## src/hw/rtl/nist_pkg.sv

```systemverilog
package nist_pkg;

  localparam int MAX_LEVEL   = 64;
  localparam int NUMBER_BITS = 64;
  localparam int VALUE_W     = 64;
  localparam int LEVEL_W     = $clog2(MAX_LEVEL);
  localparam int LEVEL_CMP_W = 9;
  localparam int PROD_W      = NUMBER_BITS + 4;

  localparam logic [7:0] CH_SPACE = 8'h20;
  localparam logic [7:0] CH_NL    = 8'h0A;
  localparam logic [7:0] CH_COLON = 8'h3A;
  localparam logic [7:0] CH_DASH  = 8'h2D;
  localparam logic [7:0] CH_ZERO  = 8'h30;
  localparam logic [7:0] CH_NINE  = 8'h39;
  localparam logic [7:0] CH_OPEN  = 8'h28;
  localparam logic [7:0] CH_CLOSE = 8'h29;

  typedef enum logic [2:0] {
    MODE_WAIT   = 3'd0,
    MODE_NUMBER = 3'd1,
    MODE_STRING = 3'd2,
    MODE_WORD   = 3'd3,
    MODE_TERM   = 3'd4
  } mode_t;

  typedef enum logic [2:0] {
    EV_LIST_OPEN    = 3'd0,
    EV_ITEM_END     = 3'd1,
    EV_STRING_BYTE  = 3'd2,
    EV_WORD_BYTE    = 3'd3,
    EV_STRING_START = 3'd4,
    EV_ERROR        = 3'd5
  } event_t;

  typedef enum logic [1:0] {
    KIND_NUMBER = 2'd0,
    KIND_STRING = 2'd1,
    KIND_WORD   = 2'd2,
    KIND_LIST   = 2'd3
  } kind_t;

  typedef enum logic [2:0] {
    ERR_OVERFLOW  = 3'd0,
    ERR_TOO_DEEP  = 3'd1,
    ERR_BAD_START = 3'd2,
    ERR_NO_TERM   = 3'd3,
    ERR_TOP_LIST  = 3'd4
  } err_t;

  typedef struct packed {
    mode_t                  mode;
    logic [LEVEL_W-1:0]     open_lists;
    logic [NUMBER_BITS-1:0] number_accum;
    logic [NUMBER_BITS-1:0] string_remaining;
    kind_t                  pending_kind;
    logic                   error_latched;
  } state_t;

  typedef struct packed {
    event_t             ev;
    kind_t              ended_kind;
    logic [VALUE_W-1:0] value;
    logic [7:0]         data_byte;
    logic [LEVEL_W-1:0] depth;
    logic               at_top;
    err_t               error_code;
  } result_t;

  function automatic logic is_ws(input logic [7:0] c);
    return (c == CH_SPACE) || (c == CH_NL);
  endfunction

  function automatic logic is_digit(input logic [7:0] c);
    return (c >= CH_ZERO) && (c <= CH_NINE);
  endfunction

  function automatic logic is_alpha(input logic [7:0] c);
    return ((c >= 8'h61) && (c <= 8'h7A)) || ((c >= 8'h41) && (c <= 8'h5A));
  endfunction

endpackage

```

## src/hw/rtl/nist_if.sv

```systemverilog
interface nist_byte_if;
  logic       valid;
  logic       ready;
  logic [7:0] byte_req;

  modport source (output valid, output byte_req, input ready);
  modport sink   (input valid, input byte_req, output ready);
endinterface

interface nist_event_if;
  logic                         valid;
  logic                         ready;
  logic [2:0]                   event_res;
  logic [1:0]                   ended_kind;
  logic [nist_pkg::VALUE_W-1:0] value;
  logic [7:0]                   data_byte;
  logic [nist_pkg::LEVEL_W-1:0] depth;
  logic                         at_top;
  logic [2:0]                   error_code;

  modport source (output valid, output event_res, output ended_kind, output value,
                  output data_byte, output depth, output at_top, output error_code,
                  input ready);
  modport sink   (input valid, input event_res, input ended_kind, input value,
                  input data_byte, input depth, input at_top, input error_code,
                  output ready);
endinterface

```

## src/hw/rtl/nist_step.sv

```systemverilog
module nist_step (
  input  nist_pkg::state_t  cur,
  input  logic [7:0]        data_in,
  input  logic              require_top_list,
  output nist_pkg::state_t  nxt,
  output logic              has_result,
  output nist_pkg::result_t res
);

  logic                            c_ws;
  logic                            c_digit;
  logic                            c_alpha;
  logic [3:0]                      digit;
  logic [nist_pkg::PROD_W-1:0]     prod;
  logic                            overflow;
  logic                            too_deep;
  logic                            do_fail;
  nist_pkg::err_t                  fail_code;
  logic                            do_finish;
  nist_pkg::kind_t                 fin_kind;
  logic [nist_pkg::VALUE_W-1:0]    fin_val;
  logic                            top;
  logic [nist_pkg::NUMBER_BITS-1:0] remaining_dec;

  assign c_ws    = nist_pkg::is_ws(data_in);
  assign c_digit = nist_pkg::is_digit(data_in);
  assign c_alpha = nist_pkg::is_alpha(data_in);
  assign digit   = data_in[3:0];

  // accum * 10 + digit, upper bits flag overflow
  assign prod = nist_pkg::PROD_W'({cur.number_accum, 3'b000})
              + nist_pkg::PROD_W'({cur.number_accum, 1'b0})
              + nist_pkg::PROD_W'(digit);
  assign overflow = |prod[nist_pkg::PROD_W-1:nist_pkg::NUMBER_BITS];

  assign too_deep = (nist_pkg::LEVEL_CMP_W'(cur.open_lists) + nist_pkg::LEVEL_CMP_W'(1))
                    >= nist_pkg::LEVEL_CMP_W'(nist_pkg::MAX_LEVEL);

  assign remaining_dec = cur.string_remaining - nist_pkg::NUMBER_BITS'(1);
  assign top = (cur.open_lists == '0);

  always_comb begin
    nxt        = cur;
    has_result = 1'b0;
    res        = '0;
    do_fail    = 1'b0;
    fail_code  = nist_pkg::ERR_OVERFLOW;
    do_finish  = 1'b0;
    fin_kind   = nist_pkg::KIND_NUMBER;
    fin_val    = '0;

    if (!cur.error_latched) begin
      unique case (cur.mode)
        nist_pkg::MODE_WAIT: begin
          if (c_ws) begin
            has_result = 1'b0;
          end else if (data_in == nist_pkg::CH_CLOSE && cur.open_lists != '0) begin
            nxt.open_lists   = cur.open_lists - nist_pkg::LEVEL_W'(1);
            nxt.pending_kind = nist_pkg::KIND_LIST;
            nxt.mode         = nist_pkg::MODE_TERM;
          end else if (too_deep) begin
            do_fail   = 1'b1;
            fail_code = nist_pkg::ERR_TOO_DEEP;
          end else if (c_digit) begin
            nxt.number_accum = nist_pkg::NUMBER_BITS'(digit);
            nxt.mode         = nist_pkg::MODE_NUMBER;
          end else if (c_alpha) begin
            nxt.mode      = nist_pkg::MODE_WORD;
            has_result    = 1'b1;
            res.ev        = nist_pkg::EV_WORD_BYTE;
            res.data_byte = data_in;
          end else if (data_in == nist_pkg::CH_OPEN) begin
            nxt.open_lists = cur.open_lists + nist_pkg::LEVEL_W'(1);
            has_result     = 1'b1;
            res.ev         = nist_pkg::EV_LIST_OPEN;
          end else begin
            do_fail   = 1'b1;
            fail_code = nist_pkg::ERR_BAD_START;
          end
        end
        nist_pkg::MODE_NUMBER: begin
          if (c_digit) begin
            if (overflow) begin
              do_fail   = 1'b1;
              fail_code = nist_pkg::ERR_OVERFLOW;
            end else begin
              nxt.number_accum = prod[nist_pkg::NUMBER_BITS-1:0];
            end
          end else if (data_in == nist_pkg::CH_COLON) begin
            nxt.string_remaining = cur.number_accum;
            nxt.pending_kind     = nist_pkg::KIND_STRING;
            nxt.mode = (cur.number_accum != '0) ? nist_pkg::MODE_STRING
                                                : nist_pkg::MODE_TERM;
            has_result = 1'b1;
            res.ev     = nist_pkg::EV_STRING_START;
            res.value  = nist_pkg::VALUE_W'(cur.number_accum);
          end else if (c_ws) begin
            do_finish = 1'b1;
            fin_kind  = nist_pkg::KIND_NUMBER;
            fin_val   = nist_pkg::VALUE_W'(cur.number_accum);
          end else begin
            do_fail   = 1'b1;
            fail_code = nist_pkg::ERR_NO_TERM;
          end
        end
        nist_pkg::MODE_STRING: begin
          nxt.string_remaining = remaining_dec;
          if (remaining_dec == '0) begin
            nxt.pending_kind = nist_pkg::KIND_STRING;
            nxt.mode         = nist_pkg::MODE_TERM;
          end
          has_result    = 1'b1;
          res.ev        = nist_pkg::EV_STRING_BYTE;
          res.data_byte = data_in;
        end
        nist_pkg::MODE_WORD: begin
          if (c_alpha || c_digit || data_in == nist_pkg::CH_DASH) begin
            has_result    = 1'b1;
            res.ev        = nist_pkg::EV_WORD_BYTE;
            res.data_byte = data_in;
          end else if (c_ws) begin
            do_finish = 1'b1;
            fin_kind  = nist_pkg::KIND_WORD;
          end else begin
            do_fail   = 1'b1;
            fail_code = nist_pkg::ERR_NO_TERM;
          end
        end
        nist_pkg::MODE_TERM: begin
          if (c_ws) begin
            do_finish = 1'b1;
            fin_kind  = cur.pending_kind;
          end else begin
            do_fail   = 1'b1;
            fail_code = nist_pkg::ERR_NO_TERM;
          end
        end
        default: begin
          nxt.mode = nist_pkg::MODE_WAIT;
        end
      endcase

      // a top-level item that is not a list may be refused
      if (do_finish) begin
        nxt.mode = nist_pkg::MODE_WAIT;
        if (top && fin_kind != nist_pkg::KIND_LIST && require_top_list) begin
          do_fail   = 1'b1;
          fail_code = nist_pkg::ERR_TOP_LIST;
        end else begin
          has_result     = 1'b1;
          res.ev         = nist_pkg::EV_ITEM_END;
          res.ended_kind = fin_kind;
          res.value      = fin_val;
          res.at_top     = top;
        end
      end

      if (do_fail) begin
        nxt.error_latched = 1'b1;
        nxt.mode          = nist_pkg::MODE_WAIT;
        has_result        = 1'b1;
        res               = '0;
        res.ev            = nist_pkg::EV_ERROR;
        res.error_code    = fail_code;
      end
    end

    res.depth = has_result ? nxt.open_lists : '0;
  end

endmodule

```

## src/hw/rtl/nested_item_stream_tokenizer.sv

```systemverilog
// an accepted byte waits in the byte register; its event is written to the event register when the byte advances
// throughput: one byte per cycle, sustained while the event side keeps taking
// bytes that raise no event pass even while an earlier event waits at the output
// one byte register, one event register; all parsing sits between the two
// reset (rst, synchronous, active high): parser waits for an item start, no lists
// open, no error, both registers empty, require_top_list set to 1
module nested_item_stream_tokenizer (
  input  logic                clk,
  input  logic                rst,
  input  logic                cfg_wr_en,
  input  logic                cfg_wr_data,
  nist_byte_if.sink           byte_in,
  nist_event_if.source        event_out
);

  // configuration
  logic require_top_list;

  // byte register
  logic       in_valid;
  logic [7:0] in_byte;

  // event register
  logic              out_valid;
  nist_pkg::result_t out_res;

  // parser state
  nist_pkg::state_t  state;
  nist_pkg::state_t  state_next;
  nist_pkg::result_t step_res;
  logic              step_has;

  logic advance;

  nist_step u_step (
    .cur              (state),
    .data_in          (in_byte),
    .require_top_list (require_top_list),
    .nxt              (state_next),
    .has_result       (step_has),
    .res              (step_res)
  );

  // the held byte moves on when it raises no event or the event slot frees up
  assign advance       = in_valid && (!step_has || !out_valid || event_out.ready);
  assign byte_in.ready = !in_valid || advance;

  always_ff @(posedge clk) begin
    if (rst) begin
      require_top_list <= 1'b1;
    end else if (cfg_wr_en) begin
      require_top_list <= cfg_wr_data;
    end
  end

  // byte register
  always_ff @(posedge clk) begin
    if (rst) begin
      in_valid <= 1'b0;
    end else if (byte_in.ready) begin
      in_valid <= byte_in.valid;
    end
  end

  always_ff @(posedge clk) begin
    if (byte_in.valid && byte_in.ready) begin
      in_byte <= byte_in.byte_req;
    end
  end

  // parser state advances once per processed byte
  always_ff @(posedge clk) begin
    if (rst) begin
      state.mode             <= nist_pkg::MODE_WAIT;
      state.open_lists       <= '0;
      state.number_accum     <= '0;
      state.string_remaining <= '0;
      state.pending_kind     <= nist_pkg::KIND_NUMBER;
      state.error_latched    <= 1'b0;
    end else if (advance) begin
      state <= state_next;
    end
  end

  // event register
  always_ff @(posedge clk) begin
    if (rst) begin
      out_valid <= 1'b0;
    end else if (advance && step_has) begin
      out_valid <= 1'b1;
    end else if (event_out.ready) begin
      out_valid <= 1'b0;
    end
  end

  always_ff @(posedge clk) begin
    if (advance && step_has) begin
      out_res <= step_res;
    end
  end

  assign event_out.valid      = out_valid;
  assign event_out.event_res  = out_res.ev;
  assign event_out.ended_kind = out_res.ended_kind;
  assign event_out.value      = out_res.value;
  assign event_out.data_byte  = out_res.data_byte;
  assign event_out.depth      = out_res.depth;
  assign event_out.at_top     = out_res.at_top;
  assign event_out.error_code = out_res.error_code;

  // an error event leaves the parser latched
  a_error_latches: assert property (@(posedge clk) disable iff (rst)
    (advance && step_has && step_res.ev == nist_pkg::EV_ERROR) |=> state.error_latched)
    else $error("error event did not latch the parser");

  // nothing more comes out once latched
  a_silent_after_error: assert property (@(posedge clk) disable iff (rst)
    state.error_latched |-> !(advance && step_has))
    else $error("event produced after an error");

  // list open raises the nesting count by one
  a_open_counts: assert property (@(posedge clk) disable iff (rst)
    (advance && step_has && step_res.ev == nist_pkg::EV_LIST_OPEN)
    |=> state.open_lists == $past(state.open_lists) + nist_pkg::LEVEL_W'(1))
    else $error("list open did not raise the nesting count");

  // a held byte is never dropped while it waits for the event slot
  a_byte_held: assert property (@(posedge clk) disable iff (rst)
    (in_valid && !advance) |=> (in_valid && $stable(in_byte)))
    else $error("stalled byte lost");

endmodule
```

## src/flat_wrapper.sv

```systemverilog
// flat-port wrapper written by rule: the top's interface ports become plain ports
module nested_item_stream_tokenizer_flat 
  (clk, rst, cfg_wr_en, cfg_wr_data, byte_in_valid, byte_in_byte_req, byte_in_ready, event_out_valid, event_out_event_res, event_out_ended_kind, event_out_value, event_out_data_byte, event_out_depth, event_out_at_top, event_out_error_code, event_out_ready);
  nist_byte_if byte_in_i ();
  nist_event_if event_out_i ();
  input  logic clk;
  input  logic rst;
  input  logic cfg_wr_en;
  input  logic cfg_wr_data;
  input wire logic [$bits(byte_in_i.valid)-1:0] byte_in_valid;
  input wire logic [$bits(byte_in_i.byte_req)-1:0] byte_in_byte_req;
  output wire logic [$bits(byte_in_i.ready)-1:0] byte_in_ready;
  output wire logic [$bits(event_out_i.valid)-1:0] event_out_valid;
  output wire logic [$bits(event_out_i.event_res)-1:0] event_out_event_res;
  output wire logic [$bits(event_out_i.ended_kind)-1:0] event_out_ended_kind;
  output wire logic [$bits(event_out_i.value)-1:0] event_out_value;
  output wire logic [$bits(event_out_i.data_byte)-1:0] event_out_data_byte;
  output wire logic [$bits(event_out_i.depth)-1:0] event_out_depth;
  output wire logic [$bits(event_out_i.at_top)-1:0] event_out_at_top;
  output wire logic [$bits(event_out_i.error_code)-1:0] event_out_error_code;
  input wire logic [$bits(event_out_i.ready)-1:0] event_out_ready;
  assign byte_in_i.valid = byte_in_valid;
  assign byte_in_i.byte_req = byte_in_byte_req;
  assign byte_in_ready = byte_in_i.ready;
  assign event_out_valid = event_out_i.valid;
  assign event_out_event_res = event_out_i.event_res;
  assign event_out_ended_kind = event_out_i.ended_kind;
  assign event_out_value = event_out_i.value;
  assign event_out_data_byte = event_out_i.data_byte;
  assign event_out_depth = event_out_i.depth;
  assign event_out_at_top = event_out_i.at_top;
  assign event_out_error_code = event_out_i.error_code;
  assign event_out_i.ready = event_out_ready;
  nested_item_stream_tokenizer u_core (.clk(clk), .rst(rst), .cfg_wr_en(cfg_wr_en), .cfg_wr_data(cfg_wr_data), .byte_in(byte_in_i), .event_out(event_out_i));
endmodule
```

## config.mk

```make
export PLATFORM = sky130hd
export DESIGN_NAME = nested_item_stream_tokenizer_flat
export DESIGN_NICKNAME = d
export VERILOG_FILES = /design/src/hw/rtl/nist_pkg.sv /design/src/hw/rtl/nist_if.sv /design/src/hw/rtl/nist_step.sv /design/src/hw/rtl/nested_item_stream_tokenizer.sv /design/src/flat_wrapper.sv
export SDC_FILE = /design/constraint.sdc
export NUM_CORES = 1
export LEC_CHECK = 0
export BUFFER_PORTS_ARGS = -buffer_cell sky130_fd_sc_hd__buf_2
export CAP_MARGIN = 20
export CORE_ASPECT_RATIO = 1.4
export CORE_UTILIZATION = 35
export CTS_BUF_LIST = sky130_fd_sc_hd__clkbuf_4 sky130_fd_sc_hd__clkbuf_8 sky130_fd_sc_hd__clkbuf_16
export DETAILED_ROUTE_END_ITERATION = 16
export PLACE_DENSITY = 0.58
export SLEW_MARGIN = 25
export SYNTH_ARGS = -nofsm -noshare
export SYNTH_HDL_FRONTEND = slang
export SYNTH_SLANG_ARGS = --single-unit
```

## constraint.sdc

```tcl
create_clock -name clk -period 5.5 [get_ports clk]
set_clock_uncertainty 0.1 [all_clocks]
set_input_delay 1.1 -clock clk [delete_from_list [all_inputs] [get_ports clk]]
set_output_delay 1.1 -clock clk [all_outputs]
set_load 0.02 [all_outputs]
```

# Word level (Yosys, flattened, before mapping)
# Index checks and enable logic that the tools add are counted.
[word_totals] regBits=238 input_bits=14 out_inout_bits=89 word_cells=212
[op_classes] n_addsub=6 n_lt_le_gt_ge=7 eq_ne=28 mux=113 n_bitwise=3 n_reduce_logical=37
[ops] cell="64-bit 2-to-1 mux" count=11
[ops] cell="64-bit case mux with 2 select lines" count=2
[ops] cell="73-bit 2-to-1 mux" count=2
[ops] cell="69-bit 2-to-1 mux" count=2
[ops] cell="137-bit 2-to-1 mux" count=1
[ops] cell="66-bit 2-to-1 mux" count=2
[ops] cell="87-bit 2-to-1 mux" count=1
[ops] cell="67-bit by 65-bit adder with 68-bit output" count=1
[ops] cell="68-bit by 4-bit adder with 68-bit output" count=1
[ops] cell="64-bit logical NOT" count=1
[ops] cell="64-bit nonzero test" count=1
[ops] cell="64-bit by 1-bit subtractor with 64-bit output, second input constant" count=1
[ops] cell="3-bit 2-to-1 mux" count=18
[ops] cell="8-bit 2-to-1 mux" count=6
[ops] cell="8-bit by 6-bit equality test with 1-bit output, second input constant" count=5
[ops] cell="1-bit 2-to-1 mux" count=37
[ops] cell="3-bit case mux with 4 select lines" count=3
[ops] cell="2-bit 2-to-1 mux" count=17
[ops] cell="6-bit 2-to-1 mux" count=4
[ops] cell="8-bit case mux with 3 select lines" count=1
[ops] cell="2-bit != test, second input constant" count=11
[ops] cell="9-bit AND reduction" count=2
[ops] cell="8-bit by 7-bit greater-or-equal comparator with 1-bit output, second input constant" count=2
[ops] cell="8-bit by 7-bit <= comparator with 1-bit output, second input constant" count=2
[ops] cell="32 further kinds" count=60

# Depth between registers and ports, before layout
# Gate-level depths: netlist of run 1.
[logic_depth] word_depth=22 ltp_mapped=18 mapped_depth_nobuf=15

# Cells and area by module
# Synthesis of run 1 repeated with hierarchy kept, for this count alone.
[unflattened] cells_unflattened=2324 hier_area_um2=19600.0
[by_module_without_submodules] module="nist_step" instances=1 cells_each=1608 area_per_inst_um2=10378.7 seq_area_each_um2=0.0
[by_module_without_submodules] module="nested_item_stream_tokenizer" instances=1 cells_each=716 area_per_inst_um2=9221.3 seq_area_each_um2=5715.5

# Worst setup path after synthesis of run 1
# OpenSTA, ideal clock, no wires.
[synth_path] kind="reg2reg" start="reg u_core.in_byte[3]" end="reg u_core.out_res (netlist bit u_core.event_out.at_top), enable pin" setup_time_ns=0.456 arrival_time_ns=5.396 path_slack_ns=-0.452 stages_incl_launch_ff=15 n_path_buf=0 period_less_slack_ns=5.952 path_cell_list="edfxtp_1 -> inv_1 -> fa_1 -> inv_1 -> fa_1 -> a21o_1 -> a221o_1 -> a211o_1 -> nand4b_1 -> nand2_1 -> o31ai_1 -> xnor2_1 -> o41ai_1 -> a21oi_1 -> and3_1"
[synth_between] elab_chain_len=21
[synth_lines] element="start, declared" line="nested_item_stream_tokenizer.sv:21" text="logic [7:0] in_byte;"
[synth_lines] element="start signal, assigned" line="nested_item_stream_tokenizer.sv:67" text="in_byte <= byte_in.byte_req;"
[synth_lines] element="parallel branches: the longest is 14 deep, another holds 68-bit by 4-bit adder with 68-bit output"
[synth_lines] element="1-bit 2-to-1 mux *" line="nist_step.sv:158" text="if (do_fail) begin"
[synth_lines] element="1-bit 2-to-1 mux *" line="nist_step.sv:52" text="if (!cur.error_latched) begin"
[synth_lines] element="1-bit logical NOT" line="nested_item_stream_tokenizer.sv:45" text="assign advance = in_valid && (!step_has || !out_valid || event_out.ready);"
[synth_lines] element="1-bit logical OR (2 in series)" line="nested_item_stream_tokenizer.sv:45"
[synth_lines] element="1-bit logical AND" line="nested_item_stream_tokenizer.sv:45"
[synth_lines] element="1-bit logical AND *" line="nested_item_stream_tokenizer.sv:97" text="if (advance && step_has) begin"
[synth_lines] element="end signal, assigned" line="nested_item_stream_tokenizer.sv:98" text="out_res <= step_res;"
[synth_lines] element="end, declared" line="nested_item_stream_tokenizer.sv:25" text="nist_pkg::result_t out_res;"
# Mark *: on every way between the ends. The select of a mux whose other input is x is not followed.
# A chain may end at the register's enable or synchronous reset.

# Worst setup path after layout of run 1
[layout_path] start="reg u_core.in_byte[3]" end="out byte_in_ready"
[layout_between] elab_chain_len=21
[layout_lines] element="parallel branches: the longest is 14 deep, another holds 68-bit by 4-bit adder with 68-bit output"
[layout_lines] element="1-bit 2-to-1 mux *" line="nist_step.sv:158"
[layout_lines] element="1-bit 2-to-1 mux *" line="nist_step.sv:52"
[layout_lines] element="1-bit logical NOT *" line="nested_item_stream_tokenizer.sv:45"
[layout_lines] element="1-bit logical OR * (2 in series)" line="nested_item_stream_tokenizer.sv:45"
[layout_lines] element="1-bit logical AND *" line="nested_item_stream_tokenizer.sv:45"
[layout_lines] element="1-bit logical OR *" line="nested_item_stream_tokenizer.sv:46" text="assign byte_in.ready = !in_valid || advance;"
[layout_lines] element="end, declared" line="flat_wrapper.sv:12" text="output wire logic [$bits(byte_in_i.ready)-1:0] byte_in_ready;"
# Marked as above.

==> impl_metrics.py, run 1 <==
metrics = {
    "worst_hold_path": {
        "hold_path.class": "register to register",
    },
    "job": {
        "cap_violations": 0,
    },
    "finish": {
        "nets": 2271,
        "syn_to_final_growth_pct": 15.4,
        "layout_common_cells": "a21oi_1, nand2_1, nor2_1, dfxtp_1, ha_1",
        "final_area_um2": 19300,
        "antenna_cells": 0,
        "drive_above_1_share_pct": 13.5,
        "layout_commonest_cell": "a21oi_1",
    },
    "yosys": {
        "ys_types": 81,
        "ys_async_sr_fraction_pct": 0,
        "synth-seq-cells": 238,
        "synth_compound_area_share_pct": 21.1,
        "syn-cell-area_um2": 16700,
        "synth_mux_area_share_pct": 1.54,
        "synthAdderAreaFrac_pct": 10.1,
        "synth-edff-count": 95,
        "yosysWarnings": 0,
        "synthCells": 2043,
        "ys_seq_area_share_pct": 34.1,
        "synth_top_family_by_area": "simple AND/OR/NAND/NOR gates",
        "syn_nets": 2191,
        "yosys.area_share.simple_pct": 24.9,
        "synth_area_per_cell_um2": 8.20,
        "synth_xor_area_share_pct": 4.18,
        "synthFlopType": "dfxtp_1",
    },
    "setup_path": {
        "critical_path.cell_chain": "inv_2 > fa_1 > inv_2 > fa_2 > a21o_1 > a221o_1 > a21oi_2 > nand2_2 > a32oi_2 > mux2_4 > a21o_1 > o41ai_2 > buf_4 > a21oi_4 > nand3_2 > buf_6",
        "criticalPathCategory": "register to primary output",
        "crit_arrival_ps": 4490,
        "crit_slowest_cell": "fa_1",
        "required_ps": 4300,
        "cp-start-kind": "register",
        "critical_path.max_fanout": 4,
        "critPathCaptureType": "primary output",
        "slowest_delay_ps": 490,
    },
    "power": {
        "p_total_mw": 4.76,
        "power-per-cell-area_nw_per_um2": 246,
        "ir_worst_vdd_v": 0.000222,
        "leakagePower_nw": 8.06,
    },
    "placement": {
        "place_ws_ps": -84.6,
        "place.gp.congestion": 0.967,
        "port_buffers": 102,
        "post-dp-hpwl_um": 42100,
        "dpl_cell_area_um2": 18200,
    },
    "sta": {
        "hold_ws_ps": 367,
        "setup_slack_ps": -192,
        "layout_min_cycle_time_ps": 5690,
        "finalHoldViolCount": 0,
        "max_freq_mhz": 176,
        "maxSlewHeadroom_pct": 31.0,
        "finalCritPeriodShare_pct": 103,
        "setup-violations-final": 1,
        "rsz0062_at_grt": "true",
        "drv_slew": 0,
        "tightest_slew_ps": 1030,
    },
    "drt": {
        "dr_total_vias": 16194,
        "drt-initial-drc-count": 1245,
        "dr.pass1.iters": 5,
        "viasPerCell": 5.85,
        "drc": 0,
        "post_drt_wl_per_cell_um": 21.0,
        "routed_wl_um": 58200,
        "final_antenna_net_count": 0,
    },
    "grt": {
        "grtUsageTotal_pct": 23.3,
        "grt_max_degree": 103,
        "grt_pass1_vias": 15738,
        "antenna_found_initial": 0,
        "overflow": 0,
        "grt_pass1_wl_um": 89900,
    },
    "clock_network": {
        "clock_sinks": 238,
        "cts_buffers": 26,
        "cts-htree-levels": 1,
        "cts_root_buf": "clkbuf_16",
        "clkTransAtPathRegs_ps": 60,
        "clock_path_buffers": 3,
        "postCtsHoldBufs": 0,
        "cts_tree": "yes",
        "clk_latency_ps": 580,
    },
    "floorplan": {
        "die_h_um": 261,
        "dieWidth_um": 187,
        "ios": 103,
        "rows": 94,
        "start_util_pct": 35.5,
        "core-area_um2": 47200,
        "dieArea_um2": 48700,
    },
    "status": {
        "violations": "negative setup slack",
        "status": "finished with violations",
    },
}
## critical path, delay by kind of cell, from the launching register on
family	cells	cell delay [ps]
AND/OR/NAND/NOR	2	200
buffers and inverters	4	470
AO/OA/AOI/OAI	7	1690
adder cells (fa/ha/maj)	2	830
flip-flops	1	390
multiplexers	1	320
## through the flow
step                      utilization, %  TNS (ps)  cells
after global routing                41.0      -330   2767
after floorplan                        -         0   2043
final                               41.0      -192   2767
after detailed placement            38.5     -84.6   2706
after global placement              38.5         0   2705
after CTS                           40.7      -147   2759
## power by group
group | internal, mW | total, mW | switching [mW]
registers | 1.92 | 1.96 | 0.0415
clock network | 1.17 | 1.96 | 0.785
logic | 0.265 | 0.838 | 0.573
## kinds of logic (layout without fill, tap and decap cells)
family                   Yosys count  count (layout)
XOR/XNOR                          80              80
AO/OA/AOI/OAI                    566             566
AND/OR/NAND/NOR                  824             824
buffers and inverters            176             276
multiplexers                      25              25
flip-flops                       238             238
adder cells (fa/ha/maj)          134             134
## sequential cells by signal, summed over array words and instances (netlist names), 2 cells and up
name	flops
u_core.state	140
u_core.event_out.value	64
u_core.event_out.data_byte	8
u_core.in_byte	8
u_core.event_out.depth	6
u_core.event_out.error_code	3
u_core.event_out.event_res	3
u_core.event_out.ended_kind	2
## routing by layer
metal	GRT usage, %	wire length (µm)	vias up
li1	-	-	7711
met1	26.6	22800	7812
met2	42.6	29500	535
met3	2.33	2740	136
met4	13.0	3140	0
met5	0	0	-
## layout make-up
type,count,area [µm²]
sequential,238,5720
clock inverter,13,218
clock buffer,35,731
tap,624,781
timing repair buffer,184,1250
fill,4751,27800
multi-input combinational,1629,10500
inverter,44,165
## cell usage after synthesis (all sizes together), types with 10 or more instances
library cell / n / area (µm²)
o21ai: 119 / 596
a221oi: 10 / 87.6
nand4: 40 / 250
a21o: 37 / 278
o31ai: 13 / 103
inv: 43 / 161
nand2b: 14 / 87.6
mux2i: 19 / 190
nor4: 51 / 332
nand2: 198 / 743
a211oi: 28 / 210
a22oi: 16 / 120
o211ai: 11 / 82.6
a21oi: 207 / 1040
ha: 132 / 1650
or4: 11 / 90.1
xor2: 33 / 289
nor2b: 13 / 81.3
or3: 15 / 93.8
o21bai: 10 / 75.1
dfxtp: 143 / 2860
xnor2: 47 / 412
nand3: 95 / 475
nor2: 176 / 661
and3: 24 / 150
nor3: 52 / 260
o22ai: 14 / 87.6
and2: 91 / 569
clkbuf: 125 / 469
edfxtp: 95 / 2850
a31oi: 17 / 106
## path summary, 6_finish.rpt
path                                         from           endpoint  slack (ps)  cells after the start
worst min-delay path              u_core.state[1]    u_core.state[1]         370                      2
worst max register to register  u_core.in_byte[3]  u_core.state[136]         370                     19
worst min register to register    u_core.state[1]    u_core.state[1]         370                      2
worst max-delay path            u_core.in_byte[3]      byte_in_ready        -190                     16
## timing repair
action | CTS | global route
gates resized for setup | 15 | 10
pin swaps | 10 | 10
buffers inserted | 5 | 7
setup endpoints to repair | 1 | 1
Power figures use the tool's default switching activity.
==> run 2: changes to the inputs <==
--- a/config.mk
+++ b/config.mk
@@ -12,7 +12,9 @@
 export CTS_BUF_LIST = sky130_fd_sc_hd__clkbuf_4 sky130_fd_sc_hd__clkbuf_8 sky130_fd_sc_hd__clkbuf_16
 export DETAILED_ROUTE_END_ITERATION = 16
 export PLACE_DENSITY = 0.58
+export REMOVE_ABC_BUFFERS = 1
 export SLEW_MARGIN = 25
 export SYNTH_ARGS = -nofsm -noshare
 export SYNTH_HDL_FRONTEND = slang
 export SYNTH_SLANG_ARGS = --single-unit
+export TNS_END_PERCENT = 50
==> run 2 against run 1 <==
The flow still finishes with violations (negative setup slack). Die area did not move. Clock power shrank 8%. First-iteration DRC count fell by 9.6%. Maximum frequency rose by 2.4%. Flip-flop and latch count did not move. Critical path type unchanged. Largest cell class unchanged.
==> impl_metrics.py, run 2 (synthesized netlist as in run 1, its figures left out) <==
metrics = {
    "status": {
        "status": "finished with violations",
        "violations": "negative setup slack",
    },
    "sta": {
        "layout_min_cycle_time_ps": 5560,
        "drv_slew": 0,
        "tightest_slew_ps": 913,
        "hold_ws_ps": 356,
        "setup-violations-final": 1,
        "rsz0062_at_grt": "true",
        "maxSlewHeadroom_pct": 39.2,
        "setup_slack_ps": -56.0,
        "finalCritPeriodShare_pct": 101,
        "max_freq_mhz": 180,
        "finalHoldViolCount": 0,
    },
    "floorplan": {
        "dieArea_um2": 48700,
        "die_h_um": 261,
        "rows": 94,
        "dieWidth_um": 187,
        "core-area_um2": 47200,
        "start_util_pct": 35.5,
        "ios": 103,
    },
    "finish": {
        "layout_common_cells": "a21oi_1, nand2_1, nor2_1, ha_1, dfxtp_1",
        "largest-register": "u_core.state",
        "largest_register_ffs": 140,
        "utilization_pct": 40.7,
        "syn_to_final_growth_pct": 14.7,
        "antenna_cells": 0,
        "layout_commonest_cell": "a21oi_1",
        "nets": 2266,
        "drive_above_1_share_pct": 13.7,
    },
    "setup_path": {
        "crit_arrival_ps": 4360,
        "critical_path.endpoint": "byte_in_ready",
        "critPathTopFamily": "compound AO/OA/AOI/OAI gates",
        "critical_path.max_fanout": 3,
        "crit_slowest_cell": "fa_1",
        "slowest_delay_ps": 550,
        "critPathCaptureType": "primary output",
        "critical_path.cell_chain": "inv_1 > fa_1 > inv_2 > fa_2 > a21o_1 > a221o_1 > a21oi_2 > nand2_1 > a32oi_2 > buf_4 > mux2_2 > a21o_1 > o41ai_2 > buf_4 > a21oi_4 > nand3_2 > buf_6",
        "reg2reg_depth": 11,
        "r2r-end": "u_core.state[138]",
        "cp-start-kind": "register",
        "rr_startpoint": "u_core.state[25]",
        "criticalPathCategory": "register to primary output",
        "cp.depth": 17,
        "cp-startpoint": "u_core.state[67]",
        "worst-r2r-setup-slack_ps": 290,
        "required_ps": 4300,
        "critPathBufInv": 5,
    },
    "drt": {
        "post_drt_wl_per_cell_um": 20.0,
        "dr_total_vias": 16081,
        "drt-initial-drc-count": 1126,
        "drc": 0,
        "routed_wl_um": 55300,
        "dr.pass1.iters": 5,
        "viasPerCell": 5.82,
        "final_antenna_net_count": 0,
    },
    "clock_network": {
        "clock_path_buffers": 3,
        "cts_buffers": 27,
        "cts_tree": "yes",
        "clk_latency_ps": 560,
        "cts-htree-levels": 1,
        "clkTransAtPathRegs_ps": 70,
        "clock_sinks": 238,
        "cts_root_buf": "clkbuf_16",
    },
    "placement": {
        "port_buffers": 102,
        "place.gp.congestion": 0.914,
        "place_ws_ps": 135,
        "post-dp-hpwl_um": 40500,
    },
    "grt": {
        "grtUsageMet3_pct": 1.98,
        "grt_use_met2_pct": 40.8,
        "met1_usage_pct": 25.9,
        "grt_pass1_vias": 15851,
        "grt_pass1_wl_um": 87200,
        "overflow": 0,
        "grt_max_degree": 90,
        "antenna_found_initial": 0,
        "grtUsageTotal_pct": 22.2,
        "grt.busiest_layer": "met2",
    },
    "worst_hold_path": {
        "hold_path.class": "register to register",
    },
    "power": {
        "leakagePower_nw": 7.98,
        "power-per-cell-area_nw_per_um2": 238,
        "ir_worst_vdd_v": 0.000185,
    },
    "job": {
        "cap_violations": 0,
    },
}
run 2: report_power, final:
part | switching, mW | internal [mW]
Clock | 0.764 | 1.04
Sequential | 0.0389 | 1.92
Combinational | 0.553 | 0.256
Total | 1.36 | 3.22
run 2: per-stage QoR:
step / std cells / instance area [µm²] / total power, mW / setup TNS, ps
after detailed placement: 2705 / 18100 / 2.79 / 0
after global routing: 2762 / 19200 / 4.75 / -188
after global placement: 2705 / 18100 / 2.79 / 0
after floorplan: 1911 / 16200 / 2.50 / -98140
final: 2762 / 19200 / 4.57 / -56.0
after CTS: 2761 / 19100 / 4.63 / -89.4
run 2: how the worst min path moves through the flow:
| stage | from | slack, ps | end | depth (start not counted) |
|---|---|---|---|---|
| after floorplan | u_core.state[1] | 320 | u_core.state[1] | 2 |
| after global placement | u_core.state[1] | 340 | u_core.state[1] | 2 |
| after detailed placement | u_core.state[1] | 340 | u_core.state[1] | 2 |
| after CTS | u_core.state[1] | 350 | u_core.state[1] | 2 |
| after global routing | u_core.state[1] | 370 | u_core.state[1] | 2 |
| final | u_core.state[1] | 360 | u_core.state[1] | 2 |
run 2: final cells by class:
| class | count | area (µm²) |
|---|---|---|
| fillers | 4735 | 28000 |
| clock buffers | 28 | 683 |
| flip-flops and latches | 238 | 5730 |
| clock inverters | 21 | 189 |
| inverters | 44 | 165 |
| well taps | 624 | 781 |
| multi-input cells | 1629 | 10500 |
| repair buffers | 178 | 1180 |
run 2: worst reg2reg max path, stage by stage, from the launching register on:
cell	delay, ps
dfxtp_1	410
or4_4	590
or4b_4	580
or4_1	700
or4_1	660
xnor2_1	160
nor4_1	530
o211ai_1	200
o31a_1	390
nor3b_2	230
o2111ai_2	180
mux2_1	370
run 2: timing repair:
action,4_1_cts,5_1_grt
pin swaps,8,2
gates resized for setup,14,26
cloned,0,0
endpoints found under the hold margin,0,0
setup endpoints to repair,1,1
setup buffers,7,1
hold buffers,0,0
run 2: layer usage:
metal / share of wire [%] / wire length, µm / up-vias
li1: - / - / 7713
met1: 42 / 23000 / 7754
met2: 50 / 27700 / 466
met3: 3.8 / 2110 / 148
met4: 4.6 / 2560 / 0
met5: 0 / 0 / -
==> run 3: changes to the inputs <==
--- a/config.mk
+++ b/config.mk
@@ -7,11 +7,13 @@
 export LEC_CHECK = 0
 export BUFFER_PORTS_ARGS = -buffer_cell sky130_fd_sc_hd__buf_2
 export CAP_MARGIN = 20
+export CELL_PAD_IN_SITES_DETAIL_PLACEMENT = 1
+export CELL_PAD_IN_SITES_GLOBAL_PLACEMENT = 1
 export CORE_ASPECT_RATIO = 1.4
 export CORE_UTILIZATION = 35
 export CTS_BUF_LIST = sky130_fd_sc_hd__clkbuf_4 sky130_fd_sc_hd__clkbuf_8 sky130_fd_sc_hd__clkbuf_16
 export DETAILED_ROUTE_END_ITERATION = 16
-export PLACE_DENSITY = 0.58
+export PLACE_DENSITY = 0.71
 export REMOVE_ABC_BUFFERS = 1
 export SLEW_MARGIN = 25
 export SYNTH_ARGS = -nofsm -noshare
==> run 3 against run 2 <==
Critical path depth is 2 lower. Total power rose by 7.3%. Via count up 0.62%. Count of clock-buffer cells in the layout increased by 2. Highest routed layer unchanged. Combinational power grew 2%. Largest power group is now the clock network. Clock power rose by 18%. Routed wire length rose by 7.3%. Hold slack got worse by 4.5 ps. The flow still finishes with violations (negative setup slack). Flip-flop and latch count stayed put. Die area unchanged. Sequential share of layout area decreased by 0.32 points.
==> impl_metrics.py, run 3 (synthesized netlist as in run 1, its figures left out) <==
metrics = {
    "status": {
        "status": "finished with violations",
        "violations": "negative setup slack",
    },
    "drt": {
        "post_drt_wl_per_cell_um": 21.5,
        "drt-initial-drc-count": 815,
        "viasPerCell": 5.85,
        "routed_wl_um": 59400,
        "drc": 0,
        "dr_total_vias": 16180,
        "final_antenna_net_count": 0,
        "dr.pass1.iters": 5,
    },
    "grt": {
        "overflow": 0,
        "antenna_found_initial": 1,
        "grt_max_degree": 90,
        "grt_pass1_wl_um": 94400,
        "grtUsageTotal_pct": 24.0,
        "grt_pass1_vias": 16804,
    },
    "sta": {
        "rsz0062_at_grt": "true",
        "drv_slew": 0,
        "maxSlewHeadroom_pct": 37.1,
        "finalCritPeriodShare_pct": 101,
        "setup_slack_ps": -64.7,
        "finalHoldViolCount": 0,
        "max_freq_mhz": 180,
        "timing.setup.tns_ps": -64.7,
        "setup-violations-final": 1,
        "tightest_slew_ps": 935,
        "layout_min_cycle_time_ps": 5560,
    },
    "finish": {
        "largest-register": "u_core.state",
        "regArea_um2": 5720,
        "layout_common_cells": "a21oi_1, nand2_1, nor2_1, dfxtp_1, ha_1",
        "largest_register_ffs": 140,
        "final_area_um2": 19400,
        "syn_to_final_growth_pct": 15.7,
        "nets": 2270,
        "fill_cells": 5605,
        "drive_above_1_share_pct": 13.7,
        "layout_commonest_cell": "a21oi_1",
        "multi_input_area_um2": 10500,
        "antenna_cells": 0,
    },
    "clock_network": {
        "cts-htree-levels": 1,
        "cts_buffers": 27,
        "clock_sinks": 238,
        "postCtsHoldBufs": 0,
        "clk_latency_ps": 580,
        "cts_tree": "yes",
        "cts_root_buf": "clkbuf_16",
        "clkTransAtPathRegs_ps": 60,
        "clock_path_buffers": 3,
    },
    "worst_hold_path": {
        "hold_path.class": "register to register",
    },
    "power": {
        "ir_worst_vdd_v": 0.000208,
        "leakagePower_nw": 8.07,
        "p_total_mw": 4.91,
        "power-per-cell-area_nw_per_um2": 253,
    },
    "setup_path": {
        "critical_path.cell_chain": "ha_1 > ha_1 > buf_4 > and4_1 > and3_1 > and2_1 > nand2_1 > o311ai_0 > a21oi_2 > xnor2_2 > o41ai_2 > buf_4 > a21oi_4 > nand3_2 > buf_6",
        "crit_slowest_cell": "dfxtp_1",
        "required_ps": 4300,
        "crit_arrival_ps": 4360,
        "slowest_delay_ps": 600,
        "cp-start-kind": "register",
        "criticalPathCategory": "register to primary output",
        "critPathCaptureType": "primary output",
        "critical_path.max_fanout": 8,
    },
    "placement": {
        "dpl_cell_area_um2": 18200,
        "place.gp.congestion": 0.903,
        "port_buffers": 102,
        "post-dp-hpwl_um": 43500,
    },
    "floorplan": {
        "rows": 94,
        "ios": 103,
        "start_util_pct": 35.5,
        "core-area_um2": 47200,
        "dieArea_um2": 48700,
        "dieWidth_um": 187,
        "die_h_um": 261,
    },
    "job": {
        "cap_violations": 0,
    },
}
-- run 3: routing by layer --
layer  track usage [%]  share of wire, %
met3              2.07               2.9
met5                 0                 0
met2              45.8                52
met1              27.8                42
met4              8.56               3.3
-- run 3: area by class of cell --
| cell class | count | share of cell area (%) |
|---|---|---|
| inverters | 44 | 0.852 |
| multi-input cells | 1629 | 54.0 |
| well taps | 624 | 4.03 |
| flip-flops and latches | 238 | 29.5 |
| clock inverters | 20 | 1.66 |
| clock buffers | 30 | 3.60 |
| repair buffers | 182 | 6.30 |
-- run 3: metrics by stage --
stage               cells  setup slack [ps]  hold slack [ps]  utilization, %
finish               2767             -64.7              351            41.1
global route         2767              -250              390            41.1
CTS                  2760              -274              354            40.9
detailed placement   2704               146              343            38.5
global placement     2704               136              342            38.5
floorplan            1911             -1220              320               -
-- run 3: final timing paths --
check / cells past startpoint / slack (ps) / end / start
setup reg to reg: 11 / 400 / u_core.state[137] / u_core.state[25]
setup / recovery: 15 / -60 / byte_in_ready / u_core.state[115]
hold reg to reg: 2 / 350 / u_core.state[1] / u_core.state[1]
hold / removal: 2 / 350 / u_core.state[1] / u_core.state[1]
-- run 3: power by group --
group / internal [mW] / leakage (nW) / switching, mW
Combinational: 0.263 / 5.51 / 0.564
Clock: 1.30 / 0.493 / 0.826
Sequential: 1.92 / 2.06 / 0.0396
-- run 3: worst max-delay path, delay by kind of cell, from the launching register on --
| family | cells | cell delay, ps |
|---|---|---|
| buffers and inverters | 3 | 500 |
| AO/OA/AOI/OAI | 4 | 920 |
| AND/OR/NAND/NOR | 5 | 920 |
| XOR/XNOR | 1 | 180 |
| flip-flops | 1 | 600 |
| adder cells (fa/ha/maj) | 2 | 650 |
-- run 3: timing repair --
action | in CTS | in global routing
buffers inserted | 6 | 7
pin swaps | 12 | 13
gates resized for setup | 18 | 13
setup endpoints to repair | 1 | 1
